===== config.mk =====
export PLATFORM = sky130hd
export DESIGN_NAME = pidaw_out
export DESIGN_NICKNAME = d
export VERILOG_FILES = /design/src/design/pidaw_pkg.sv /design/src/design/pidaw_out.sv
export SDC_FILE = /design/constraint.sdc
export NUM_CORES = 2
export LEC_CHECK = 0
export ABC_AREA = 1
export BUFFER_PORTS_ARGS = -buffer_cell sky130_fd_sc_hd__buf_2
export CAP_MARGIN = 20
export CORE_MARGIN = 3
export CORE_UTILIZATION = 53
export CTS_BUF_LIST = sky130_fd_sc_hd__clkbuf_8
export CTS_CLUSTER_DIAMETER = 30
export CTS_CLUSTER_SIZE = 10
export DETAILED_ROUTE_END_ITERATION = 6
export HOLD_SLACK_MARGIN = 0.06
export PLACE_DENSITY = 0.71
export SLEW_MARGIN = 5
export SYNTH_ARGS = -nofsm -noshare
export SYNTH_HDL_FRONTEND = slang
export SYNTH_SLANG_ARGS = --single-unit

===== constraint.sdc =====
create_clock -name clock -period 22.7 [get_ports clock]
set_input_delay 5.675 -clock clock [delete_from_list [all_inputs] [get_ports clock]]
set_output_delay 5.675 -clock clock [all_outputs]
set_load 0.02 [all_outputs]

===== src/design/pidaw_pkg.sv =====
package pidaw_pkg;

   localparam int SAMPLE_WIDTH = 16;
   localparam int DATA_W       = 32;
   localparam int ERR_W        = SAMPLE_WIDTH + 1;
   localparam int DER_W        = SAMPLE_WIDTH + 2;
   localparam int PE_W         = DATA_W + ERR_W;
   localparam int DE_W         = DATA_W + DER_W;
   localparam int PD_W         = DE_W + 1;
   localparam int LAW_W        = 2 * DATA_W;
   localparam int WIDE_W       = DATA_W + 1;
   localparam int MODE_W       = 3;
   localparam int CSR_INDEX_W  = 3;

   localparam logic signed [DATA_W-1:0] DATA_MAX = {1'b0, {(DATA_W-1){1'b1}}};
   localparam logic signed [DATA_W-1:0] DATA_MIN = {1'b1, {(DATA_W-1){1'b0}}};

   typedef enum logic [CSR_INDEX_W-1:0] {
      CSR_PROP_GAIN    = 3'd0,
      CSR_INTEG_GAIN   = 3'd1,
      CSR_DERIV_GAIN   = 3'd2,
      CSR_EFFORT_UPPER = 3'd3,
      CSR_EFFORT_LOWER = 3'd4,
      CSR_SUM_UPPER    = 3'd5,
      CSR_SUM_LOWER    = 3'd6,
      CSR_CONTROL_MODE = 3'd7
   } csr_index_type;

   typedef enum logic [1:0] {
      WINDUP_NONE  = 2'd0,
      WINDUP_COND  = 2'd1,
      WINDUP_CLAMP = 2'd2
   } windup_type;

   typedef struct packed {
      logic signed [DATA_W-1:0] prop_gain;
      logic signed [DATA_W-1:0] integ_gain;
      logic signed [DATA_W-1:0] deriv_gain;
      logic signed [DATA_W-1:0] effort_upper;
      logic signed [DATA_W-1:0] effort_lower;
      logic signed [DATA_W-1:0] sum_upper;
      logic signed [DATA_W-1:0] sum_lower;
      logic [MODE_W-1:0]        control_mode;
   } cfg_type;

endpackage


===== src/design/pidaw_out.sv =====
module pidaw_out (
   input  logic                                  clock,
   input  logic                                  reset,
   input  pidaw_pkg::cfg_type                    cfg,
   input  logic                                  sum_valid,
   output logic                                  sum_ready,
   input  logic signed [pidaw_pkg::DATA_W-1:0]   sum_value,
   input  logic signed [pidaw_pkg::PD_W-1:0]     sum_pd,
   output logic                                  rsp_valid,
   input  logic                                  rsp_ready,
   output logic signed [pidaw_pkg::DATA_W-1:0]   rsp_effort
);

   logic                                 prod_valid_ff;
   logic signed [pidaw_pkg::LAW_W-1:0]   kis_ff;
   logic signed [pidaw_pkg::PD_W-1:0]    pd_ff;
   logic                                 rsp_valid_ff;
   logic signed [pidaw_pkg::DATA_W-1:0]  effort_ff;

   logic                                 s4_rdy;
   logic                                 out_rdy;
   logic signed [pidaw_pkg::DATA_W-1:0]  integ_gain;
   logic signed [pidaw_pkg::LAW_W-1:0]   kis_in;
   logic signed [pidaw_pkg::LAW_W-1:0]   law_in;
   logic signed [pidaw_pkg::LAW_W-1:0]   lim_in;
   logic signed [pidaw_pkg::LAW_W-1:0]   up_in;
   logic signed [pidaw_pkg::LAW_W-1:0]   lo_in;
   logic signed [pidaw_pkg::LAW_W-1:0]   max_in;
   logic signed [pidaw_pkg::LAW_W-1:0]   min_in;
   logic signed [pidaw_pkg::DATA_W-1:0]  effort_in;

   assign integ_gain = cfg.integ_gain;
   assign up_in      = pidaw_pkg::LAW_W'(cfg.effort_upper);
   assign lo_in      = pidaw_pkg::LAW_W'(cfg.effort_lower);
   assign max_in     = pidaw_pkg::LAW_W'(pidaw_pkg::DATA_MAX);
   assign min_in     = pidaw_pkg::LAW_W'(pidaw_pkg::DATA_MIN);

   assign out_rdy   = !rsp_valid_ff || rsp_ready;
   assign s4_rdy    = !prod_valid_ff || out_rdy;
   assign sum_ready = s4_rdy;

   assign kis_in = pidaw_pkg::LAW_W'(integ_gain * sum_value);
   assign law_in = kis_ff + pidaw_pkg::LAW_W'(pd_ff);

   always_comb begin
      lim_in = law_in;
      if (cfg.control_mode[0]) begin
         if (law_in > up_in) begin
            lim_in = up_in;
         end else if (law_in < lo_in) begin
            lim_in = lo_in;
         end
      end
      if (lim_in > max_in) begin
         effort_in = pidaw_pkg::DATA_MAX;
      end else if (lim_in < min_in) begin
         effort_in = pidaw_pkg::DATA_MIN;
      end else begin
         effort_in = lim_in[pidaw_pkg::DATA_W-1:0];
      end
   end

   assign rsp_valid  = rsp_valid_ff;
   assign rsp_effort = effort_ff;

   always_ff @(posedge clock) begin
      if (reset) begin
         prod_valid_ff <= 1'b0;
         rsp_valid_ff  <= 1'b0;
      end else begin
         if (s4_rdy) begin
            prod_valid_ff <= sum_valid;
         end
         if (out_rdy) begin
            rsp_valid_ff <= prod_valid_ff;
         end
      end
   end

   always_ff @(posedge clock) begin
      if (sum_valid && s4_rdy) begin
         kis_ff <= kis_in;
         pd_ff  <= sum_pd;
      end
      if (prod_valid_ff && out_rdy) begin
         effort_ff <= effort_in;
      end
   end

endmodule


==> metrics <==
Die Wd=316.3 um; P&R area growth vs syn=4.770%; status=completed; drt first pass iters=6; placement row count=113; most frequent cells in the layout=nand2_1 (1765), inv_1 (1729), fa_1 (1083); Post-CTS Resized=0; first-pass GRT wire length=238700 um; WP data required=22.95 ns; hold path depth=2; area of the die=100100 um2; CTS buffer count=17; GRT Overall Usage=0.3082; vias in the first global route=44410; Worst-path clk slew=0.09 ns; I/O pins=348; RSZ-0062 raised after global routing=false; drt drc=0; Critical Path AT=13.82 ns; initial antenna violation count=3; slowest cell on the critical path=buf_2; count of cell types in the netlist=47; fin. max-slew vios=0; Core ar.=95290 um2; routed len/inst=19.13 um; Clock Latency Late Sink=0.51 ns; Least-Margin Pin Slew=1.109 ns; Largest stage delay, worst path=0.74 ns; Syn Area/Cell=7.912 um2; hold crit path type=register to register; layout cell share with drive strength beyond 1=0.05146; kind of start point of the critical path=primary input; Final Hold Vio Count=0; Slew headroom=0.2514; Mapped Nets=8223; Setup crit end kind=register; Routed WL=148900 um; height of the die=316.3 um; crit share post-route=0.5976; Post-synth ARST share=0; Yosys Warn Count=0; crit-path max FO=32; Final setup viols=0; Cells after Synth=6452; Max Freq=0.07372 GHz; setup TNS=0 ns; Vias/cell=5.371; Seq/Total Area, Yosys=0.08726; Crit Path Category=primary input to register; gr ovfl total=0; Post-synth EDFFs=147; max-cap violations=0; H-Tree Level Count=4; Synth Flop Type=edfxtp_1; # clock sinks=149; Worst R2R Setup Slack=15.19 ns; antenna-violating nets left=0; Yosys reg bits=149; Post-layout nets=8268; 1st-iter DRT viols=3166; post-CTS setup buffers=0; Post-CTS Hold Buffers=0; clk buf depth=2; Cell Area, Synth=51050 um2; minimum clock period=13.57 ns; HPWL Detailed=116700 um; leading cell type in the layout, fill and taps excluded=nand2_1; PortBufs=217; via count=41780; initial cell density of the core=0.5357; CTS tree=yes; GPL Wtd Cong=0.9611; root buffer cell=clkbuf_8; pin count of the biggest net entering global routing=64; worst r2r path cells=37; clock skew=0.03015 ns
==> through the flow <==
step / utilization / setup WS [ns] / area [um2] / cells / hold slack [ns]
after floorplan: - / 9.984 / 51050 / 6452 / 0.4448
after global placement: 0.5568 / 8.728 / 53060 / 7741 / 0.5105
after detailed placement: 0.5568 / 8.750 / 53060 / 7741 / 0.5331
after CTS: 0.5607 / 9.254 / 53430 / 7773 / 0.5443
after global routing: 0.5612 / 8.716 / 53480 / 7777 / 0.5735
final: 0.5612 / 9.134 / 53480 / 7779 / 0.5406
==> metal layers <==
metal  wire (um)  up-vias  track usage  part of all wire
met5           0        -            0                 0
met4        6905        0       0.1180             0.046
met3       13470      420      0.06013             0.090
met2       70780     1962       0.5275              0.48
met1       57690    20470       0.3874              0.39
li1            -    18930            -                 -
==> state kept, by name, summed over array words and instances (netlist names) <==
register       flops
kis_ff            64
pd_ff             51
prod_valid_ff      1
rsp_effort        32
rsp_valid          1
==> area by class of cell <==
type | count | area, um2
diodes | 4 | 10.01
clock buffers | 17 | 234.0
clock inverters | 15 | 132.6
fillers | 8904 | 41810
inverters | 1731 | 6500
multi-input cells | 4344 | 39180
flip-flops and latches | 149 | 4454
well taps | 1265 | 1583
repair buffers | 254 | 1391
==> cells by family (layout without fill, tap and decap cells) <==
kind of cell             after synthesis  count (layout)  synth area share
adder cells (fa/ha/maj)             1457            1457            0.5164
buffers and inverters               1959            2017            0.1456
other                                  0               4                 0
AND/OR/NAND/NOR                     2284            2284            0.1773
flip-flops                           149             149           0.08726
XOR/XNOR                             115             115           0.01973
AO/OA/AOI/OAI                        488             488           0.05368
==> final timing paths <==
path / startpoint / endpoint
setup / recovery: sum_value[11] / kis_ff[54]
hold / removal: prod_valid_ff / prod_valid_ff
setup reg to reg: pd_ff[2] / rsp_effort[1]
hold reg to reg: prod_valid_ff / prod_valid_ff
==> Yosys cell counts (2+ instances only) <==
cell type / instances / area [um2]
and3_1: 2 / 12.51
nand2_2: 8 / 50.05
o21a_1: 14 / 105.1
o2111ai_1: 2 / 17.52
nor3_2: 3 / 30.03
o21bai_1: 10 / 75.07
ha_1: 374 / 4679
a32o_1: 15 / 150.1
nand3_2: 2 / 20.02
nor4_1: 7 / 43.79
a21o_1: 16 / 120.1
inv_1: 1729 / 6490
o211ai_1: 14 / 105.1
a31oi_1: 29 / 181.4
nor3_1: 25 / 125.1
nor2_1: 281 / 1055
xnor2_1: 44 / 385.4
fa_1: 1083 / 21680
o21ai_0: 131 / 655.6
o221ai_1: 3 / 26.28
o31ai_1: 2 / 15.01
and2_1: 2 / 12.51
nand3_1: 111 / 555.5
nand2_1: 1765 / 6625
buf_6: 8 / 90.09
or2_2: 30 / 187.7
dfxtp_1: 2 / 40.04
buf_2: 6 / 30.03
a21boi_0: 2 / 15.01
inv_2: 2 / 7.510
nand4_1: 26 / 162.7
edfxtp_1: 147 / 4414
buf_4: 3 / 22.52
xor2_1: 71 / 621.9
a21oi_1: 244 / 1221
nand3b_1: 18 / 135.1
o311ai_0: 2 / 17.52
buf_1: 2 / 7.510
clkbuf_1: 209 / 784.5
==> critical path: cells and delay by family <==
family | cells | cell delay, ns
buffers and inverters | 9 | 1.25
AND/OR/NAND/NOR | 2 | 0.29
AO/OA/AOI/OAI | 7 | 1.92
XOR/XNOR | 1 | 0.09
adder cells (fa/ha/maj) | 9 | 4.55
Power is left out: the tool's default activity adds up to more than one toggle a clock period on the data nets, which glitch-free logic cannot reach.
