### src/design/pidaw_pkg.sv
package pidaw_pkg;

   localparam int SAMPLE_WIDTH = 16;
   localparam int DATA_W       = 32;
   localparam int ERR_W        = SAMPLE_WIDTH + 1;
   localparam int DER_W        = SAMPLE_WIDTH + 2;
   localparam int PE_W         = DATA_W + ERR_W;
   localparam int DE_W         = DATA_W + DER_W;
   localparam int PD_W         = DE_W + 1;
   localparam int LAW_W        = 2 * DATA_W;
   localparam int WIDE_W       = DATA_W + 1;
   localparam int MODE_W       = 3;
   localparam int CSR_INDEX_W  = 3;

   localparam logic signed [DATA_W-1:0] DATA_MAX = {1'b0, {(DATA_W-1){1'b1}}};
   localparam logic signed [DATA_W-1:0] DATA_MIN = {1'b1, {(DATA_W-1){1'b0}}};

   typedef enum logic [CSR_INDEX_W-1:0] {
      CSR_PROP_GAIN    = 3'd0,
      CSR_INTEG_GAIN   = 3'd1,
      CSR_DERIV_GAIN   = 3'd2,
      CSR_EFFORT_UPPER = 3'd3,
      CSR_EFFORT_LOWER = 3'd4,
      CSR_SUM_UPPER    = 3'd5,
      CSR_SUM_LOWER    = 3'd6,
      CSR_CONTROL_MODE = 3'd7
   } csr_index_type;

   typedef enum logic [1:0] {
      WINDUP_NONE  = 2'd0,
      WINDUP_COND  = 2'd1,
      WINDUP_CLAMP = 2'd2
   } windup_type;

   typedef struct packed {
      logic signed [DATA_W-1:0] prop_gain;
      logic signed [DATA_W-1:0] integ_gain;
      logic signed [DATA_W-1:0] deriv_gain;
      logic signed [DATA_W-1:0] effort_upper;
      logic signed [DATA_W-1:0] effort_lower;
      logic signed [DATA_W-1:0] sum_upper;
      logic signed [DATA_W-1:0] sum_lower;
      logic [MODE_W-1:0]        control_mode;
   } cfg_type;

endpackage

### src/design/pidaw_integ.sv
module pidaw_integ (
   input  logic                                  clock,
   input  logic                                  reset,
   input  pidaw_pkg::cfg_type                    cfg,
   input  logic                                  pd_valid,
   output logic                                  pd_ready,
   input  logic signed [pidaw_pkg::ERR_W-1:0]    pd_err,
   input  logic signed [pidaw_pkg::PD_W-1:0]     pd_sum,
   output logic                                  sum_valid,
   input  logic                                  sum_ready,
   output logic signed [pidaw_pkg::DATA_W-1:0]   sum_value,
   output logic signed [pidaw_pkg::PD_W-1:0]     sum_pd
);

   logic signed [pidaw_pkg::DATA_W-1:0]  error_sum_ff;
   logic                                 sum_valid_ff;
   logic signed [pidaw_pkg::DATA_W-1:0]  sum_value_ff;
   logic signed [pidaw_pkg::PD_W-1:0]    sum_pd_ff;

   logic                                 sum_rdy;
   logic signed [pidaw_pkg::DATA_W-1:0]  integ_gain;
   logic signed [pidaw_pkg::DATA_W-1:0]  sum_upper;
   logic signed [pidaw_pkg::DATA_W-1:0]  sum_lower;
   logic signed [pidaw_pkg::WIDE_W-1:0]  wide_in;
   logic signed [pidaw_pkg::DATA_W-1:0]  pros_in;
   logic signed [pidaw_pkg::LAW_W-1:0]   kip_in;
   logic signed [pidaw_pkg::LAW_W-1:0]   try_in;
   logic signed [pidaw_pkg::LAW_W-1:0]   up_in;
   logic signed [pidaw_pkg::LAW_W-1:0]   lo_in;
   logic                                 err_neg;
   logic                                 err_pos;
   logic                                 keep_in;
   logic signed [pidaw_pkg::DATA_W-1:0]  sum_in;

   assign integ_gain = cfg.integ_gain;
   assign sum_upper  = cfg.sum_upper;
   assign sum_lower  = cfg.sum_lower;
   assign up_in      = pidaw_pkg::LAW_W'(cfg.effort_upper);
   assign lo_in      = pidaw_pkg::LAW_W'(cfg.effort_lower);

   assign sum_rdy  = !sum_valid_ff || sum_ready;
   assign pd_ready = sum_rdy;

   assign wide_in = pidaw_pkg::WIDE_W'(error_sum_ff) + pidaw_pkg::WIDE_W'(pd_err);

   always_comb begin
      if (wide_in[pidaw_pkg::DATA_W] != wide_in[pidaw_pkg::DATA_W-1]) begin
         pros_in = wide_in[pidaw_pkg::DATA_W] ? pidaw_pkg::DATA_MIN : pidaw_pkg::DATA_MAX;
      end else begin
         pros_in = wide_in[pidaw_pkg::DATA_W-1:0];
      end
   end

   assign kip_in  = pidaw_pkg::LAW_W'(integ_gain * pros_in);
   assign try_in  = kip_in + pidaw_pkg::LAW_W'(pd_sum);
   assign err_neg = pd_err[pidaw_pkg::ERR_W-1];
   assign err_pos = !err_neg && (pd_err != '0);
   assign keep_in = ((lo_in < try_in) && (try_in < up_in))
                 || (err_neg && (try_in > up_in))
                 || (err_pos && (try_in < lo_in));

   always_comb begin
      unique case (pidaw_pkg::windup_type'(cfg.control_mode[pidaw_pkg::MODE_W-1:1]))
         pidaw_pkg::WINDUP_COND: begin
            sum_in = keep_in ? pros_in : error_sum_ff;
         end
         pidaw_pkg::WINDUP_CLAMP: begin
            if (pros_in > sum_upper) begin
               sum_in = sum_upper;
            end else if (pros_in < sum_lower) begin
               sum_in = sum_lower;
            end else begin
               sum_in = pros_in;
            end
         end
         pidaw_pkg::WINDUP_NONE: sum_in = pros_in;
         default:                sum_in = pros_in;
      endcase
   end

   assign sum_valid = sum_valid_ff;
   assign sum_value = sum_value_ff;
   assign sum_pd    = sum_pd_ff;

   always_ff @(posedge clock) begin
      if (reset) begin
         sum_valid_ff <= 1'b0;
         error_sum_ff <= '0;
      end else begin
         if (sum_rdy) begin
            sum_valid_ff <= pd_valid;
         end
         if (pd_valid && sum_rdy) begin
            error_sum_ff <= sum_in;
         end
      end
   end

   always_ff @(posedge clock) begin
      if (pd_valid && sum_rdy) begin
         sum_value_ff <= sum_in;
         sum_pd_ff    <= pd_sum;
      end
   end

endmodule

### config.mk
export PLATFORM = sky130hd
export DESIGN_NAME = pidaw_integ
export DESIGN_NICKNAME = d
export VERILOG_FILES = /design/src/design/pidaw_pkg.sv /design/src/design/pidaw_integ.sv
export SDC_FILE = /design/constraint.sdc
export NUM_CORES = 2
export LEC_CHECK = 0
export BUFFER_PORTS_ARGS = -buffer_cell sky130_fd_sc_hd__buf_4
export CORE_MARGIN = 4
export CORE_UTILIZATION = 45
export DETAILED_ROUTE_END_ITERATION = 10
export GPL_TIMING_DRIVEN = 0
export PLACE_DENSITY = 0.61
export SKIP_CTS_REPAIR_TIMING = 1
export SKIP_LAST_GASP = 1
export SLEW_MARGIN = 30
export SYNTH_ARGS = -nofsm -noshare
export SYNTH_HDL_FRONTEND = slang
export SYNTH_SLANG_ARGS = --single-unit
export TNS_END_PERCENT = 50
### constraint.sdc
create_clock -name clock -period 17.25 [get_ports clock]
set_clock_uncertainty 0.1 [all_clocks]
set_input_delay 0.8625 -clock clock [delete_from_list [all_inputs] [get_ports clock]]
set_output_delay 0.8625 -clock clock [all_outputs]
set_load 0.03 [all_outputs]
==> flow_summary.ini <==
[synthesis]
synthAdderAreaFrac = 0.565
synth_ff_type = edfxtp_1
yosysWarnings = 0
ys_types = 95
synth_area_leader_cell = fa_1
synth_xor_area_frac = 0.0166
synth_top_family_by_area = adder cells
syn_area_per_cell_um2 = 9.21
yosys-mux-area-fraction = 0.00845
synth_nets = 7450
netlist_top_cells_area = fa_1, ha_1, inv_1
yosysTopAreaCellShare = 0.457
synth_compound_area_frac = 0.0851
synth.cell_area_um2 = 51100
seq_area_frac_synth = 0.0618
synth-async-reset-ratio = 0
yosys.area_share.simple = 0.148
ys_ff_latch = 116
synth_edf_count = 83
netlist_instances = 5546

[cells_and_area]
multi_input_area_um2 = 42400
nFillCells = 10780
final_area_um2 = 56800
syn2layout_area_growth_pct = 11.2
final_common_cell = inv_1
layout_common_cells = inv_1, fa_1, nand2_1
final_util = 0.505
seq_area_um2 = 3150
layout-drive-gt1-share = 0.102
final_nets = 7821

[timing]
hold_violations = 0
relSlewSlack = 0.234
worst_pin_slew_ns = 1.15
slew_violations = 0
finalCriticalPeriod_ns = 16.92
setup_tns_ns = 0
setup_violations = 0
timing.fmax_mhz = 59.1
final.period_utilization = 0.981

[clock_network]
cts_tree = done
cts_inserted_buffers = 17
cts_root_buffer = clkbuf_16
htreeDepth = 4
clk_pin_slew_ns = 0.09
clock_latency_ns = 0.54
cts.path.max_buffers = 2
numClockSinks = 116

[floorplanning]
std_cell_rows = 123
fp.dieArea_um2 = 119000
start_util = 0.454
io_pins = 384
dieHeight_um = 345
core_um2 = 112000
die_x_um = 345

[route]
drt-total-wl_mm = 198
drt_iter0_markers = 3935
drcViolationCount = 0
via_count = 41708
wl_per_cell_um = 26.6
ant_nets = 0
firstDrtPassIters = 6
viasPerCell = 5.60

[critical_path]
end_kind = flip-flop
cp_max_fo = 19
ff2ff_path_depth = 51
crit_start = pd_err[16]
reg2reg_to = error_sum_ff[21]$_SDFFE_PP0P_
cp-start-kind = primary input
cpPeakStageDelay_ns = 0.72
critical_path_class = in -> reg
reg2reg_slack_ns = 0.45
crit_end = error_sum_ff[21]$_SDFFE_PP0P_
cp_slowest_cell = fa_1
reg2reg_from = error_sum_ff[0]$_SDFFE_PP0P_
critical_path_arrival_ns = 17.27
crit_top_cell = fa_1
cp.required_ns = 17.59

[global_route]
grt-ovfl-total = 0
antenna_found_initial = 21
grt_max_degree = 39
track_usage = 0.340
grt_pass1_wl_mm = 288
first_global_vias = 43074

[place]
hpwl_mm = 167
io_buffers = 317
gp_congestion = 0.974
placedInstanceArea_um2 = 55700

[hold_path]
hold_path.class = in -> reg
hold_start = pd_sum[50]

[flow_run]
drv_cap = 0

[outcome]
status = complete, no violations
==> final cells by class <==
type,instances,area share
diodes,12,0.000529
plain buffers,245,0.0189
flip-flops and latches,116,0.0555
clock buffers,17,0.00749
clock inverters,15,0.00223
multi-input cells,3873,0.746
well taps,1500,0.0330
inverters,1311,0.0868
repair buffers,353,0.0492
==> per-stage QoR <==
stage	hold WS (ns)	setup slack, ns	instances
6_report	0.401	0.326	7442
5_1_grt	0.385	-0.0271	7433
4_1_cts	0.368	-2.13	7409
3_5_place_dp	0.429	-2.63	7377
3_3_place_gp	0.417	-3.26	7363
2_1_floorplan	0.388	3.10	5546
==> layer usage <==
metal	GRT usage	wire length (um)	vias to the layer above
li1	-	-	17767
met1	0.446	76400	21229
met2	0.518	86900	2184
met3	0.0670	18800	528
met4	0.213	15500	0
met5	0	0	-
==> how the worst min path moves through the flow <==
| stage | to | cells past startpoint | slack (ns) |
|---|---|---|---|
| 2_1_floorplan | error_sum_ff[28]$_SDFFE_PP0P_ | 2 | 0.39 |
| 3_3_place_gp | error_sum_ff[28]$_SDFFE_PP0P_ | 2 | 0.42 |
| 3_5_place_dp | error_sum_ff[28]$_SDFFE_PP0P_ | 2 | 0.43 |
| 4_1_cts | sum_pd[50]$_DFFE_PP_ | 1 | 0.37 |
| 5_1_grt | sum_pd[35]$_DFFE_PP_ | 1 | 0.38 |
| 6_report | sum_pd[50]$_DFFE_PP_ | 1 | 0.40 |
==> sequential cells by signal (all words and copies together), names as in the netlist <==
name and flops:
error_sum_ff 32, sum_pd 51, sum_valid 1, sum_value 32
==> cells in the mapped netlist (all sizes together) (29+ instances only) <==
library cell,number
nand4,47
nand2,656
a311oi,29
and2,469
nand3,54
clkbuf,227
inv,1309
ha,440
a21oi,161
dfxtp,33
a22oi,36
edfxtp,83
nor3,41
nor2,133
fa,1165
o21ai,91
a21o,71
xnor2,70
==> critical path: cells and delay by family <==
kind / cells / cell delay, ns
adder cells (fa/ha/maj): 11 / 5.63
AO/OA/AOI/OAI: 16 / 4.06
AND/OR/NAND/NOR: 13 / 4.02
buffers and inverters: 10 / 2.16
XOR/XNOR: 1 / 0.43
==> cells by family (layout without fill, tap and decap cells) <==
kind of cell / Yosys count / after routing
muxes: 38 / 38
DFF: 116 / 116
buffers and inverters: 1558 / 1941
AOI/OAI and AO/OA: 602 / 603
and+or+nand+nor: 1529 / 1529
other: 0 / 12
xor gates and xnor gates: 97 / 97
adders and majority gates: 1606 / 1606
Power is left out: the tool's default activity adds up to more than one toggle a clock period on the data nets, which glitch-free logic cannot reach.
