==> src/design/pidaw_pkg.sv <==
package pidaw_pkg;

   localparam int SAMPLE_WIDTH = 16;
   localparam int DATA_W       = 32;
   localparam int ERR_W        = SAMPLE_WIDTH + 1;
   localparam int DER_W        = SAMPLE_WIDTH + 2;
   localparam int PE_W         = DATA_W + ERR_W;
   localparam int DE_W         = DATA_W + DER_W;
   localparam int PD_W         = DE_W + 1;
   localparam int LAW_W        = 2 * DATA_W;
   localparam int WIDE_W       = DATA_W + 1;
   localparam int MODE_W       = 3;
   localparam int CSR_INDEX_W  = 3;

   localparam logic signed [DATA_W-1:0] DATA_MAX = {1'b0, {(DATA_W-1){1'b1}}};
   localparam logic signed [DATA_W-1:0] DATA_MIN = {1'b1, {(DATA_W-1){1'b0}}};

   typedef enum logic [CSR_INDEX_W-1:0] {
      CSR_PROP_GAIN    = 3'd0,
      CSR_INTEG_GAIN   = 3'd1,
      CSR_DERIV_GAIN   = 3'd2,
      CSR_EFFORT_UPPER = 3'd3,
      CSR_EFFORT_LOWER = 3'd4,
      CSR_SUM_UPPER    = 3'd5,
      CSR_SUM_LOWER    = 3'd6,
      CSR_CONTROL_MODE = 3'd7
   } csr_index_type;

   typedef enum logic [1:0] {
      WINDUP_NONE  = 2'd0,
      WINDUP_COND  = 2'd1,
      WINDUP_CLAMP = 2'd2
   } windup_type;

   typedef struct packed {
      logic signed [DATA_W-1:0] prop_gain;
      logic signed [DATA_W-1:0] integ_gain;
      logic signed [DATA_W-1:0] deriv_gain;
      logic signed [DATA_W-1:0] effort_upper;
      logic signed [DATA_W-1:0] effort_lower;
      logic signed [DATA_W-1:0] sum_upper;
      logic signed [DATA_W-1:0] sum_lower;
      logic [MODE_W-1:0]        control_mode;
   } cfg_type;

endpackage

==> src/design/pidaw_front.sv <==
module pidaw_front (
   input  logic                                          clock,
   input  logic                                          reset,
   input  pidaw_pkg::cfg_type                            cfg,
   input  logic                                          req_valid,
   output logic                                          req_ready,
   input  logic signed [pidaw_pkg::SAMPLE_WIDTH-1:0]     req_setpoint,
   input  logic signed [pidaw_pkg::SAMPLE_WIDTH-1:0]     req_feedback,
   output logic                                          pd_valid,
   input  logic                                          pd_ready,
   output logic signed [pidaw_pkg::ERR_W-1:0]            pd_err,
   output logic signed [pidaw_pkg::PD_W-1:0]             pd_sum
);

   logic                                       in_valid_ff;
   logic signed [pidaw_pkg::SAMPLE_WIDTH-1:0]  setpoint_ff;
   logic signed [pidaw_pkg::SAMPLE_WIDTH-1:0]  feedback_ff;
   logic signed [pidaw_pkg::ERR_W-1:0]         last_err_ff;

   logic                                       s1_valid_ff;
   logic signed [pidaw_pkg::ERR_W-1:0]         err1_ff;
   logic signed [pidaw_pkg::PE_W-1:0]          pe_ff;
   logic signed [pidaw_pkg::DE_W-1:0]          de_ff;

   logic                                       pd_valid_ff;
   logic signed [pidaw_pkg::ERR_W-1:0]         err2_ff;
   logic signed [pidaw_pkg::PD_W-1:0]          pd_ff;

   logic                                       s1_rdy;
   logic                                       s2_rdy;
   logic signed [pidaw_pkg::DATA_W-1:0]        prop_gain;
   logic signed [pidaw_pkg::DATA_W-1:0]        deriv_gain;
   logic signed [pidaw_pkg::ERR_W-1:0]         err_in;
   logic signed [pidaw_pkg::DER_W-1:0]         der_in;
   logic signed [pidaw_pkg::PE_W-1:0]          pe_in;
   logic signed [pidaw_pkg::DE_W-1:0]          de_in;
   logic signed [pidaw_pkg::PD_W-1:0]          pd_in;

   assign prop_gain  = cfg.prop_gain;
   assign deriv_gain = cfg.deriv_gain;

   assign s2_rdy    = !pd_valid_ff || pd_ready;
   assign s1_rdy    = !s1_valid_ff || s2_rdy;
   assign req_ready = !in_valid_ff || s1_rdy;

   assign err_in = pidaw_pkg::ERR_W'(setpoint_ff) - pidaw_pkg::ERR_W'(feedback_ff);
   assign der_in = pidaw_pkg::DER_W'(err_in) - pidaw_pkg::DER_W'(last_err_ff);
   assign pe_in  = pidaw_pkg::PE_W'(prop_gain * err_in);
   assign de_in  = pidaw_pkg::DE_W'(deriv_gain * der_in);
   assign pd_in  = pidaw_pkg::PD_W'(pe_ff) + pidaw_pkg::PD_W'(de_ff);

   assign pd_valid = pd_valid_ff;
   assign pd_err   = err2_ff;
   assign pd_sum   = pd_ff;

   always_ff @(posedge clock) begin
      if (reset) begin
         in_valid_ff <= 1'b0;
         s1_valid_ff <= 1'b0;
         pd_valid_ff <= 1'b0;
         last_err_ff <= '0;
      end else begin
         if (req_ready) begin
            in_valid_ff <= req_valid;
         end
         if (s1_rdy) begin
            s1_valid_ff <= in_valid_ff;
         end
         if (s2_rdy) begin
            pd_valid_ff <= s1_valid_ff;
         end
         if (in_valid_ff && s1_rdy) begin
            last_err_ff <= err_in;
         end
      end
   end

   always_ff @(posedge clock) begin
      if (req_valid && req_ready) begin
         setpoint_ff <= req_setpoint;
         feedback_ff <= req_feedback;
      end
      if (in_valid_ff && s1_rdy) begin
         err1_ff <= err_in;
         pe_ff   <= pe_in;
         de_ff   <= de_in;
      end
      if (s1_valid_ff && s2_rdy) begin
         err2_ff <= err1_ff;
         pd_ff   <= pd_in;
      end
   end

endmodule

==> config.mk <==
export PLATFORM = sky130hd
export DESIGN_NAME = pidaw_front
export DESIGN_NICKNAME = d
export VERILOG_FILES = /design/src/design/pidaw_pkg.sv /design/src/design/pidaw_front.sv
export SDC_FILE = /design/constraint.sdc
export NUM_CORES = 2
export LEC_CHECK = 0
export BUFFER_PORTS_ARGS = -buffer_cell sky130_fd_sc_hd__buf_2
export CORE_ASPECT_RATIO = 0.7
export CORE_MARGIN = 2
export CORE_UTILIZATION = 25
export CTS_CLUSTER_SIZE = 28
export DETAILED_ROUTE_END_ITERATION = 12
export GPL_ROUTABILITY_DRIVEN = 0
export REMOVE_ABC_BUFFERS = 1
export SLEW_MARGIN = 10
export SYNTH_ARGS = -nofsm -noshare
export SYNTH_HDL_FRONTEND = slang
export SYNTH_SLANG_ARGS = --single-unit
==> constraint.sdc <==
create_clock -name clock -period 13.42 [get_ports clock]
set_input_delay 1.342 -clock clock [delete_from_list [all_inputs] [get_ports clock]]
set_output_delay 1.342 -clock clock [all_outputs]
set_load 0.02 [all_outputs]
==> impl_metrics.csv <==
group,metric,value,unit
floorplanning,initial_core_util,25.1,%
clocking,cts_setup_buffers,0,
clocking,path_clk_slew,0.07,ns
floorplanning,core_area,0.196,mm²
global_route,grt_pass1_vias,37300,
sta,rsz0062_at_grt,"false",
clocking,cts_hold_buf,0,
placed_design,io_buffers,169,
worst_setup_path,cp_common_cell,"fa_1",
yosys,yosysSeqAreaShare,14.0,%
yosys,synth_top_family_by_area,"adder cells",
sta,finalCritPeriodShare,90.7,%
yosys,synth.distinct_cells,77,
worst_setup_path,crit_start,"setpoint_ff[0]",
sta,skew,0.0562,ns
yosys,synth_edf_count,216,
yosys,avgSynthCellArea,9.59,µm²
yosys,ys_ff_latch,236,
sta,max_freq,0.0822,GHz
sta,max-slew-margin-rel,22.3,%
yosys,ys.flop_type,"edfxtp_1",
floorplanning,die_y,376,µm
worst_setup_path,cp_max_fo,33,
worst_setup_path,max_stage_delay,0.89,ns
global_route,antenna_found_initial,33,
flow_run,cap_violations,0,
min_path,hp-start,"err1_ff[14]",
routing,wl_per_cell,16.6,µm
global_route,grt_pass1_wl,211000,µm
worst_setup_path,path_class,"reg -> reg",
clocking,cts_resized,0,
yosys,yosys_warnings,0,
global_route,track_usage,13.2,%
routing,viasPerCell,4.50,
yosys,synth_async_sr_flop_share,0,%
sta,min_period,12.17,ns
routing,wl_met1,62500,µm
cells_and_area,area_growth,9.37,%
yosys,synth_compound_area_share,6.46,%
clocking,cts_tree,"yes",
clocking,insertion_delay,0.62,ns
sta,setup_viol,0,
floorplanning,ioPinCount,333,
routing,top_layer_used,"met5",
routing,antenna_left,0,
sta,setup_tns,0,ns
status,status,"finished, final reports clean",
routing,drc,0,
sta,tightest_slew,1.16,ns
global_route,grt_max_degree,75,
yosys,synthSimpleGateAreaFrac,14.6,%
floorplanning,fp-row-count,136,
floorplanning,die_w,535,µm
worst_setup_path,crit_slowest_cell,"o31ai_1",
worst_setup_path,crit_path_start_kind,"flip-flop",
routing,route.met2.wl,55600,µm
clocking,clock_sinks,236,
clocking,htreeDepth,1,
min_path,holdCritPathClass,"reg -> reg",
routing,drt_iter0_markers,2565,
clocking,root_buffer,"clkbuf_16",
worst_setup_path,arrival,12.50,ns
routing,wl,130000,µm
sta,drv_slew,0,
floorplanning,die-area,0.201,mm²
yosys,netlist_instances,5145,
worst_setup_path,worstPathRequired,13.75,ns
clocking,cts_buffers,23,
clocking,cts_buffer_depth,3,
placed_design,hpwl,106000,µm
yosys,synth_xor_xnor_area_share,2.95,%
cells_and_area,drive_gt1_share,6.43,%
routing,drtPass1Iterations,5,
yosys,synthMuxAreaShare,0.0634,%
yosys,netlist_area,0.0493,mm²
global_route,overflow,0,
sta,hold_viol,0,
routing,route.met3.wl,10200,µm
routing,vias,35100,
cells_and_area,num-nets-final,6818,
worst_setup_path,end_kind,"flip-flop",
yosys,synthAdderAreaFrac,51.8,%
worst_setup_path,regToRegStartpoint,"setpoint_ff[0]",
==> cells in the mapped netlist, types with 9 or more instances <==
library cell,number,share of area (%)
inv_1,1121,8.5
fa_1,1077,44
nand2_1,772,5.9
ha_1,319,8.1
and2_1,307,3.9
edfxtp_1,216,13
clkbuf_1,210,1.6
a21oi_1,155,1.6
nor2_1,143,1.1
xnor2_1,122,2.2
nor2b_1,95,1.2
o21ai_0,76,0.77
a21o_1,71,1.1
nand2b_1,47,0.60
xor2_1,44,0.78
or2_2,39,0.49
nand3_1,31,0.31
o21a_1,30,0.46
nor3_1,28,0.28
a211oi_1,22,0.33
o21bai_1,22,0.33
dfxtp_1,20,0.81
nand4_1,18,0.23
and3_1,15,0.19
a31oi_1,14,0.18
o211ai_1,10,0.15
a221oi_1,9,0.16
==> cell usage in the layout, fill, tap and decap left out, drive strengths merged, types with 6 or more instances in the layout <==
cell,synthesis,final
xnor2,122,122
nor3,28,28
o21a,30,30
nand3,31,31
a221oi,9,9
inv,1121,1128
a21oi,156,156
buf,6,205
diode,0,7
a21o,72,72
nand2,772,772
xor2,44,44
dfxtp,20,20
nand4,18,18
a211oi,24,24
nor2,143,143
or2,40,40
o21ai,83,83
ha,319,319
nand2b,47,47
clkinv,0,7
clkbuf,210,23
fa,1077,1077
a31oi,14,14
a41oi,6,6
edfxtp,216,216
o21bai,23,23
or3,7,7
o211ai,10,10
nor2b,95,95
and3,15,15
and2,307,307
==> per-stage QoR <==
stage                     utilization [%]  hold slack, ns  cell area (µm²)  setup slack (ns)  cells
after detailed placement             27.1           0.405            53200              1.58   7756
final                                27.5           0.422            54000              1.25   7804
after CTS                            27.5           0.424            53900              1.50   7797
after floorplan                         -           0.400            48500              1.89   4929
after global placement               27.1           0.405            53200              1.55   7756
after global routing                 27.5           0.428            53900             0.757   7802
==> flip-flops by register name, summed over array words and instances, names as in the netlist <==
signal,count
de_ff,50
err1_ff,17
feedback_ff,16
in_valid_ff,1
last_err_ff,17
pd_err,17
pd_sum,51
pd_valid,1
pe_ff,49
s1_valid_ff,1
setpoint_ff,16
==> area by class of cell <==
| type | count | area [µm²] |
|---|---|---|
| fillers | 20700 | 142000 |
| clock inverters | 18 | 146 |
| clock buffers | 23 | 576 |
| multi-input cells | 3572 | 37700 |
| diodes | 7 | 17.5 |
| well taps | 2622 | 3280 |
| flip-flops and latches | 236 | 6890 |
| repair buffers | 205 | 1120 |
| inverters | 1121 | 4210 |
==> routing by layer <==
metal / vias to the layer above / track usage (%)
li1: 15600 / -
met5: - / 0
met4: 6 / 1.29
met1: 18300 / 20.0
met2: 1138 / 20.1
met3: 125 / 2.62
==> worst paths after layout <==
kind	end	slack, ns	cells past startpoint
worst max-delay path	de_ff[48]	1.25	38
worst min-delay path	pd_err[14]	0.42	0
worst min register to register	pd_err[14]	0.42	0
worst max register to register	de_ff[48]	1.25	38
==> critical path, delay by kind of cell, from the launching register on <==
| kind | cells | cell delay, ns |
|---|---|---|
| AOI/OAI and AO/OA | 17 | 5.27 |
| xor gates and xnor gates | 3 | 1.14 |
| adders and majority gates | 10 | 4.33 |
| buffers and inverters | 4 | 0.18 |
| DFF | 1 | 0.33 |
| and+or+nand+nor | 4 | 0.61 |
==> kinds of logic (layout without fill, tap and decap cells) <==
family | count (synthesis) | after routing
and+or+nand+nor | 1522 | 1522
adders and majority gates | 1396 | 1396
buffers and inverters | 1337 | 1367
AOI/OAI and AO/OA | 485 | 485
DFF | 236 | 236
xor gates and xnor gates | 166 | 166
muxes | 3 | 3
other | 0 | 7
Power is not shown: default switching activity piles up to over one toggle a cycle in this logic, so the estimate is an artifact.
