### src/design/pidaw_pkg.sv
package pidaw_pkg;

   localparam int SAMPLE_WIDTH = 16;
   localparam int DATA_W       = 32;
   localparam int ERR_W        = SAMPLE_WIDTH + 1;
   localparam int DER_W        = SAMPLE_WIDTH + 2;
   localparam int PE_W         = DATA_W + ERR_W;
   localparam int DE_W         = DATA_W + DER_W;
   localparam int PD_W         = DE_W + 1;
   localparam int LAW_W        = 2 * DATA_W;
   localparam int WIDE_W       = DATA_W + 1;
   localparam int MODE_W       = 3;
   localparam int CSR_INDEX_W  = 3;

   localparam logic signed [DATA_W-1:0] DATA_MAX = {1'b0, {(DATA_W-1){1'b1}}};
   localparam logic signed [DATA_W-1:0] DATA_MIN = {1'b1, {(DATA_W-1){1'b0}}};

   typedef enum logic [CSR_INDEX_W-1:0] {
      CSR_PROP_GAIN    = 3'd0,
      CSR_INTEG_GAIN   = 3'd1,
      CSR_DERIV_GAIN   = 3'd2,
      CSR_EFFORT_UPPER = 3'd3,
      CSR_EFFORT_LOWER = 3'd4,
      CSR_SUM_UPPER    = 3'd5,
      CSR_SUM_LOWER    = 3'd6,
      CSR_CONTROL_MODE = 3'd7
   } csr_index_type;

   typedef enum logic [1:0] {
      WINDUP_NONE  = 2'd0,
      WINDUP_COND  = 2'd1,
      WINDUP_CLAMP = 2'd2
   } windup_type;

   typedef struct packed {
      logic signed [DATA_W-1:0] prop_gain;
      logic signed [DATA_W-1:0] integ_gain;
      logic signed [DATA_W-1:0] deriv_gain;
      logic signed [DATA_W-1:0] effort_upper;
      logic signed [DATA_W-1:0] effort_lower;
      logic signed [DATA_W-1:0] sum_upper;
      logic signed [DATA_W-1:0] sum_lower;
      logic [MODE_W-1:0]        control_mode;
   } cfg_type;

endpackage

### src/design/pidaw_csr.sv
module pidaw_csr (
   input  logic                                    clock,
   input  logic                                    reset,
   input  logic                                    csr_valid,
   output logic                                    csr_ready,
   input  logic [pidaw_pkg::CSR_INDEX_W-1:0]       csr_index,
   input  logic [pidaw_pkg::DATA_W-1:0]            csr_wdata,
   output pidaw_pkg::cfg_type                      cfg
);

   pidaw_pkg::cfg_type cfg_ff;
   pidaw_pkg::cfg_type cfg_in;

   assign csr_ready = 1'b1;
   assign cfg       = cfg_ff;

   always_comb begin
      cfg_in = cfg_ff;
      if (csr_valid) begin
         unique case (pidaw_pkg::csr_index_type'(csr_index))
            pidaw_pkg::CSR_PROP_GAIN:    cfg_in.prop_gain    = csr_wdata;
            pidaw_pkg::CSR_INTEG_GAIN:   cfg_in.integ_gain   = csr_wdata;
            pidaw_pkg::CSR_DERIV_GAIN:   cfg_in.deriv_gain   = csr_wdata;
            pidaw_pkg::CSR_EFFORT_UPPER: cfg_in.effort_upper = csr_wdata;
            pidaw_pkg::CSR_EFFORT_LOWER: cfg_in.effort_lower = csr_wdata;
            pidaw_pkg::CSR_SUM_UPPER:    cfg_in.sum_upper    = csr_wdata;
            pidaw_pkg::CSR_SUM_LOWER:    cfg_in.sum_lower    = csr_wdata;
            pidaw_pkg::CSR_CONTROL_MODE: cfg_in.control_mode = csr_wdata[pidaw_pkg::MODE_W-1:0];
            default:                     cfg_in = cfg_ff;
         endcase
      end
   end

   always_ff @(posedge clock) begin
      if (reset) begin
         cfg_ff.prop_gain    <= '0;
         cfg_ff.integ_gain   <= '0;
         cfg_ff.deriv_gain   <= '0;
         cfg_ff.effort_upper <= pidaw_pkg::DATA_MAX;
         cfg_ff.effort_lower <= pidaw_pkg::DATA_MIN;
         cfg_ff.sum_upper    <= pidaw_pkg::DATA_MAX;
         cfg_ff.sum_lower    <= pidaw_pkg::DATA_MIN;
         cfg_ff.control_mode <= '0;
      end else begin
         cfg_ff <= cfg_in;
      end
   end

endmodule

### config.mk
export PLATFORM = sky130hd
export DESIGN_NAME = pidaw_csr
export DESIGN_NICKNAME = d
export VERILOG_FILES = /design/src/design/pidaw_pkg.sv /design/src/design/pidaw_csr.sv
export SDC_FILE = /design/constraint.sdc
export NUM_CORES = 1
export LEC_CHECK = 0
export ABC_AREA = 1
export BUFFER_PORTS_ARGS = -buffer_cell sky130_fd_sc_hd__buf_2
export CORE_MARGIN = 2
export CORE_UTILIZATION = 30
export DETAILED_ROUTE_END_ITERATION = 6
export PLACE_DENSITY = 0.54
export REMOVE_ABC_BUFFERS = 1
export SLEW_MARGIN = 20
export SYNTH_ARGS = -nofsm -noshare
export SYNTH_HDL_FRONTEND = slang
export SYNTH_SLANG_ARGS = --single-unit
### constraint.sdc
create_clock -name clock -period 1.2 [get_ports clock]
set_input_delay 0.06 -clock clock [delete_from_list [all_inputs] [get_ports clock]]
set_output_delay 0.06 -clock clock [all_outputs]
set_load 0.005 [all_outputs]
==> impl_metrics.json, run 1 <==
{
  "outcome": "finished clean",
  "largest_reg_flops": 227,
  "path_buf_inv": 1,
  "wl_per_cell_um": 16.0,
  "fin_nets": 1536,
  "fin_skew_ps": 0,
  "place_area_um2": 10800,
  "synth_area_leaders": "dfxtp_1 (53%), nor2_1 (15%), nand2_1 (13%), nand3_1 (13%), buf_2 (2.6%)",
  "htreeDepth": 1,
  "crit_family": "flip-flops",
  "synth_top_family_by_area": "simple AND/OR/NAND/NOR gates",
  "holdCritPathClass": "in -> reg",
  "synthMuxAreaShare_pct": 0,
  "tritoncts": "built",
  "cts_root_buffer": "clkbuf_16",
  "arrival_ps": 1020,
  "synth_top_area_cell": "dfxtp_1",
  "clock-sinks": 227,
  "hold_violations": 0,
  "grt_pass1_wl_um": 47000,
  "fmax_ghz": 0.928,
  "crit_type": "reg -> out",
  "vdd_ir_drop_max_mv": 0.991,
  "clk_pin_slew_ps": 60,
  "ys_ff_latch": 227,
  "cp-end-kind": "primary output",
  "numCtsBuffers": 25,
  "yosysWarnings": 0,
  "initial_core_util_pct": 30.2,
  "ys_seq_area_share_pct": 52.7,
  "post_cts_resized": 0,
  "cts_setup_buffers": 0,
  "route.met3.wl_um": 2040,
  "rsz0062_at_grt": "no",
  "cpPeakStageDelay_ps": 370,
  "synth_area_um2": 8630,
  "die_area_um2": 30100,
  "final_antenna_net_count": 0,
  "dr.first_iter.drc_count": 658,
  "synth_adder_area_share_pct": 0,
  "period_share_pct": 89.8,
  "grt_pass1_vias": 8058,
  "yosysTopAreaCellShare_pct": 52.7,
  "design_area_um2": 11900,
  "dieHeight_um": 174,
  "place_congestion": 0.797,
  "finalSetupTns_ps": 0,
  "p_per_area_nw_per_um2": 1450,
  "synth_xor_area_share_pct": 0,
  "leakagePower_nw": 5.74,
  "via_per_inst": 4.51,
  "wl_met1_um": 14100,
  "critical-path-slowest-cell": "dfxtp_1",
  "period_needed_ps": 1080,
  "critPathMaxFanout": 2,
  "diodes": 0,
  "portBuffers": 264,
  "routed.top_layer": "met4",
  "path_cells": "buf_2",
  "ios": 266,
  "max-cap-violations": 0,
  "vias": 8561,
  "rows": 62,
  "crit_required_ps": 1140,
  "fin_util_pct": 41.7,
  "setup_viol": 0,
  "wl_um": 30400,
  "antenna_found_initial": 0,
  "avgSynthCellArea_um2": 7.10,
  "grt_max_degree": 52,
  "cp-start-kind": "flip-flop",
  "overflow": 0,
  "cts_hold_buf": 33,
  "drcViolationCount": 0,
  "clk_latency_ps": 520,
  "synthCells": 1215,
  "synthSimpleGateAreaFrac_pct": 40.9,
  "core_area_um2": 28500,
  "route.met2.wl_um": 13800,
  "slew_viol_final": 0,
  "fp.dieW_um": 174,
  "syn_to_final_growth_pct": 38.0,
  "drive_gt1_share_pct": 23.8,
  "layout_commonest_cell": "nor2_1",
  "dp_hpwl_um": 20200,
  "first_pass_iters": 5,
  "cts_buffer_depth": 3,
  "layout_common_cells": "nor2_1 (327), nand2_1 (298), buf_2 (264), dfxtp_1 (227), nand3_1 (224)",
  "yosysUniqueCellTypes": 14,
  "grtUsageTotal_pct": 19.6,
  "synth_compound_area_share_pct": 0.116
}
per-layer routing:
layer | vias to the layer above | global-route usage (%)
li1 | 4355 | -
met1 | 3933 | 26.4
met2 | 242 | 32.0
met3 | 31 | 4.65
met4 | 0 | 4.13
met5 | - | 0
cell usage after synthesis:
| cell type | n |
|---|---|
| o21ai_0 | 2 |
| inv_1 | 37 |
| clkbuf_1 | 22 |
| nor2_1 | 335 |
| nand2_1 | 299 |
| conb_1 | 1 |
| nand3_1 | 224 |
| nand2_2 | 1 |
| inv_2 | 2 |
| buf_4 | 7 |
| nor2_2 | 3 |
| buf_2 | 45 |
| buf_1 | 10 |
| dfxtp_1 | 227 |
power breakdown:
group          internal, mW  switching [mW]
clock network          4.46            3.06
registers              7.81           0.136
logic                 0.725            1.07
total                  13.0            4.27
area by class of cell:
cell class / count / area (um^2)
Clock buffer: 39 / 748
Sequential cell: 227 / 4540
Fill cell: 2973 / 16600
Timing Repair Buffer: 340 / 2310
Inverter: 39 / 151
Clock inverter: 5 / 50.0
Tap cell: 384 / 480
Multi-Input combinational cell: 865 / 3620
path summary, 6_finish.rpt:
kind / startpoint / end / slack, ps / depth (start not counted)
worst max-delay path: cfg[130] / cfg[130] / 120 / 1
worst min-delay path: csr_index[1] / cfg[34] / 120 / 4
worst max register to register: cfg[98] / cfg[98] / 570 / 2
worst min register to register: cfg[106] / cfg[106] / 450 / 2
through the flow:
stage,std cells,setup WS (ps),hold slack (ps),power [mW]
after detailed placement,1822,42.0,306,9.84
after CTS,1899,88.1,95.5,17.5
after floorplan,1131,-2440,186,8.99
final,1899,123,122,17.3
after global routing,1899,59.7,182,18.0
after global placement,1822,68.5,301,9.82
kinds of logic after synthesis:
| group | count (synthesis) |
|---|---|
| flip-flops | 227 |
| other | 1 |
| AND/OR/NAND/NOR | 862 |
| AO/OA/AOI/OAI | 2 |
| buffers and inverters | 123 |
(Power assumes the default switching activity.)
==> inputs of run 2 (changes only) <==
Settings changed: MAX_ROUTING_LAYER set to met4.
==> run 2 against run 1 <==
Compared with the run above:
- combinational power is essentially flat
- core utilization is essentially flat
- clock power is essentially flat
- critical endpoint is now cfg[98]
==> impl_metrics.json, run 2 (synthesized netlist as in run 1, its figures left out) <==
{
  "route.met2.wl_um": 13800,
  "grt_max_degree": 52,
  "fin_skew_ps": 0,
  "path_buf_inv": 1,
  "dp_hpwl_um": 20200,
  "cp-start-kind": "flip-flop",
  "grt_pass1_vias": 8068,
  "max-cap-violations": 0,
  "syn_to_final_growth_pct": 38.0,
  "crit_type": "reg -> out",
  "critPathMaxFanout": 2,
  "seqPwrFrac_pct": 46.0,
  "power_frac_comb_pct": 10.4,
  "p_clk_share_pct": 43.6,
  "crit_family": "flip-flops",
  "multi_input_area_um2": 3620,
  "vias": 8592,
  "routed.top_layer": "met4",
  "clk_latency_ps": 520,
  "rsz0062_at_grt": "no",
  "holdCritPathClass": "in -> reg",
  "arrival_ps": 1020,
  "dr.first_iter.drc_count": 646,
  "cpPeakStageDelay_ps": 360,
  "fillers": 2973,
  "fin_util_pct": 41.7,
  "slew_viol_final": 0,
  "wl_per_cell_um": 16.0,
  "layout_common_cells": "nor2_1 (327), nand2_1 (298), buf_2 (264), dfxtp_1 (227), nand3_1 (224)",
  "route.met3.wl_um": 2130,
  "p_per_area_nw_per_um2": 1450,
  "period_needed_ps": 1080,
  "grt_pass1_wl_um": 46900,
  "p_sw_mw": 4.28,
  "fin_nets": 1536,
  "cp-end-kind": "primary output",
  "wl_um": 30400,
  "place_congestion": 0.808,
  "grtUsageTotal_pct": 20.2,
  "r2r-start": "cfg[98]",
  "ff_latch_area_um2": 4540,
  "layout_commonest_cell": "nor2_1",
  "internal_power_mw": 13.0,
  "core_area_um2": 28500,
  "initial_core_util_pct": 30.2,
  "period_share_pct": 89.6,
  "portBuffers": 264,
  "antenna_found_initial": 1,
  "crit_required_ps": 1140,
  "drive_gt1_share_pct": 23.8,
  "clk_pin_slew_ps": 60,
  "rows": 62,
  "outcome": "finished clean",
  "setup_viol": 0,
  "drcViolationCount": 0,
  "cts_buffer_depth": 3,
  "largest_reg_flops": 227,
  "post_cts_resized": 0,
  "ios": 266,
  "die_area_um2": 30100,
  "via_per_inst": 4.52,
  "cp-startpoint": "cfg[98]",
  "tritoncts": "built",
  "fp.dieW_um": 174,
  "numCtsBuffers": 25,
  "holdCritStartpoint": "csr_index[1]",
  "cts_setup_buffers": 0,
  "overflow": 0,
  "wl_met1_um": 14000,
  "fmax_ghz": 0.930,
  "hold_violations": 0,
  "vdd_ir_drop_max_mv": 0.996,
  "whs_ps": 119,
  "cts_root_buffer": "clkbuf_16",
  "dieHeight_um": 174,
  "clock-sinks": 227,
  "critical-path-slowest-cell": "dfxtp_1",
  "swShare_pct": 24.8,
  "leakagePower_nw": 5.74,
  "final_antenna_net_count": 0,
  "first_pass_iters": 5,
  "path_cells": "buf_2",
  "htreeDepth": 1
}
## run 2: cell types whose count changed in the layout (fill, tap and decap cells not counted)
cell | before | now
diode_2 | 0 | 1
## run 2: final timing paths
check                                 to  slack [ps]  cells after the start
worst min register to register  cfg[106]         450                      2
worst min-delay path             cfg[34]         120                      4
worst max-delay path             cfg[98]         120                      1
worst max register to register   cfg[98]         590                      2
## run 2: final cells by class
cell class	count	area share, %
antenna	1	0.0210
clock buffer	39	6.28
clock inverter	5	0.420
inverter	39	1.27
multi-input combinational	865	30.4
sequential	227	38.2
tap	384	4.04
timing repair buffer	340	19.4
## run 2: timing repair
action / CTS / global route
hold buffers: 33 / 0
hold endpoints to repair: 211 / 0
endpoints found under the setup margin: 0 / 0
## run 2: metal layers
| metal | track usage [%] | up-vias |
|---|---|---|
| li1 | - | 4363 |
| met1 | 26.4 | 3949 |
| met2 | 32.0 | 248 |
| met3 | 4.67 | 32 |
| met4 | 4.13 | 0 |
| met5 | - | - |
## run 2: tightest hold or removal path, cell delays in order
cell and delay (ps):
buf_2 150, nand2_1 210, o21ai_0 120, nand3_1 70
## run 2: through the flow
stage	total power, mW	setup slack [ps]	area, um^2	setup TNS (ps)	cells
after global routing	18.0	59.7	11900	0	1900
final	17.3	125	11900	0	1900
after CTS	17.5	88.1	11900	0	1899
after detailed placement	9.84	42.0	10800	0	1822
after floorplan	8.99	-2440	8230	-539400	1131
after global placement	9.82	68.5	10800	0	1822
## run 2: power groups by stage
stage | clock network, mW | registers (mW) | logic, mW
global placement | 0 | 8.10 | 1.72
floorplan | 0 | 8.12 | 0.866
global route | 8.06 | 7.97 | 2.01
CTS | 7.73 | 7.94 | 1.82
finish | 7.53 | 7.94 | 1.80
detailed placement | 0 | 8.11 | 1.73
==> inputs of run 3 (changes only) <==
Settings changed: CORE_UTILIZATION 30 to 50, PLACE_DENSITY 0.54 to 0.8, SLEW_MARGIN 20 to 10.
==> run 3 against run 2 <==
Compared with the run above:
- core utilization is 27 points higher
- largest cell class unchanged
- sequential share of layout area grew 0.87 points
- fmax rose by 1.9%
- total power down 3.4%
- die area is 39% lower
- sequential power barely moved
- non-clock buffer count is 6 higher
- wire length shrank 10%
- first-iteration DRC count fell by 8.4%
- critical path type unchanged
- largest power group unchanged
- combinational power is essentially flat
- critical path depth unchanged
- hold slack better by 65 ps
==> impl_metrics.json, run 3 (synthesized netlist as in run 1, its figures left out) <==
{
  "crit_type": "reg -> out",
  "finalSetupTns_ps": 0,
  "grt_pass1_wl_um": 42100,
  "dr.first_iter.drc_count": 592,
  "clk_pin_slew_ps": 70,
  "rrSetupSlack_ps": 580,
  "cts_buffer_depth": 3,
  "path_buf_inv": 1,
  "timing.final.ws_setup_ps": 145,
  "syn_to_final_growth_pct": 34.9,
  "drcViolationCount": 0,
  "layout_common_cells": "nor2_1 (327), nand2_1 (299), buf_2 (264), dfxtp_1 (227), nand3_1 (224)",
  "cpPeakStageDelay_ps": 360,
  "crit_family": "flip-flops",
  "final_antenna_net_count": 0,
  "diodes": 0,
  "outcome": "finished clean",
  "place_congestion": 0.885,
  "tritoncts": "built",
  "cp-end-kind": "primary output",
  "whs_ps": 185,
  "overflow": 0,
  "core_area_um2": 17100,
  "fp.dieW_um": 135,
  "cp-start-kind": "flip-flop",
  "clock-sinks": 227,
  "grt_max_degree": 58,
  "die_area_um2": 18300,
  "period_needed_ps": 1060,
  "clk_latency_ps": 490,
  "path_cells": "buf_2",
  "antenna_found_initial": 0,
  "via_per_inst": 5.13,
  "cts_hold_buf": 33,
  "period_share_pct": 87.9,
  "max-cap-violations": 0,
  "wl_per_cell_um": 15.7,
  "cts_setup_buffers": 0,
  "leakagePower_nw": 5.74,
  "layout_commonest_cell": "nor2_1",
  "grt_pass1_vias": 8157,
  "hold_violations": 0,
  "critical-path-slowest-cell": "dfxtp_1",
  "initial_core_util_pct": 50.6,
  "fillers": 1407,
  "critPathMaxFanout": 2,
  "rows": 48,
  "dp_slack_ps": -109,
  "portBuffers": 264,
  "drive_gt1_share_pct": 24.1,
  "htreeDepth": 1,
  "crit_required_ps": 1140,
  "largest_reg_flops": 227,
  "grtUsageTotal_pct": 29.6,
  "post_cts_resized": 0,
  "ios": 266,
  "fin_skew_ps": 0,
  "numCtsBuffers": 23,
  "worst_slew_pin_slew_ps": 875,
  "holdCritPathClass": "in -> reg",
  "first_pass_iters": 7,
  "fin_nets": 1540,
  "arrival_ps": 1000,
  "fin_util_pct": 68.2,
  "rsz0062_at_grt": "no",
  "dieHeight_um": 135,
  "dp_hpwl_um": 17700,
  "setup_viol": 0,
  "vias": 8932,
  "p_per_area_nw_per_um2": 1430,
  "vdd_ir_drop_max_mv": 0.911,
  "slew_headroom_pct": 41.5,
  "slew_viol_final": 0,
  "fmax_ghz": 0.948,
  "wl_um": 27300,
  "cts_root_buffer": "clkbuf_16"
}
run 3: cell count changes in the layout (fill, tap and decap cells not counted), sizes merged:
cell / delta
diode: -1
buf: +6
clkbuf: -5
inv: +1
bufinv: -1
clkinv: +1
run 3: where the power goes:
part / internal (mW) / total [mW] / leakage [nW] / switching (mW)
combinational: 0.725 / 1.78 / 3.52 / 1.06
sequential: 7.80 / 7.94 / 1.85 / 0.135
clock: 4.06 / 6.96 / 0.375 / 2.90
run 3: worst reg2reg max path, delay by kind of cell (launching register included):
family           cells  cell delay (ps)
AND/OR/NAND/NOR      1              100
flip-flops           1              320
AO/OA/AOI/OAI        1               80
run 3: cell type report:
cell class	count	area, um^2	share of cell area [%]
clock inverter	6	33.8	0.290
tap	225	282	2.42
clock buffer	34	707	6.07
multi-input combinational	865	3610	31.1
sequential	227	4540	39.0
inverter	39	151	1.30
timing repair buffer	346	2310	19.8
run 3: routing by layer:
metal	part of all wire, %	global-route usage (%)	vias up
met3	8.6	5.65	83
met5	0	-	-
li1	-	-	4367
met2	48	49.8	426
met4	4.1	12.4	0
met1	39	34.9	4056
run 3: final timing paths:
kind | start | end | cells past startpoint
worst max-delay path | cfg[167] | cfg[167] | 1
worst min-delay path | csr_index[0] | cfg[185] | 5
worst max register to register | cfg[98] | cfg[98] | 2
worst min register to register | cfg[113] | cfg[113] | 2
run 3: metrics by stage:
stage                     total power, mW  cell area (um^2)  std cells
after floorplan                      8.99              8230       1131
after global placement               9.74             10600       1669
after detailed placement             9.78             10600       1669
after CTS                            16.8             11600       1742
after global routing                 17.3             11600       1742
final                                16.7             11600       1742
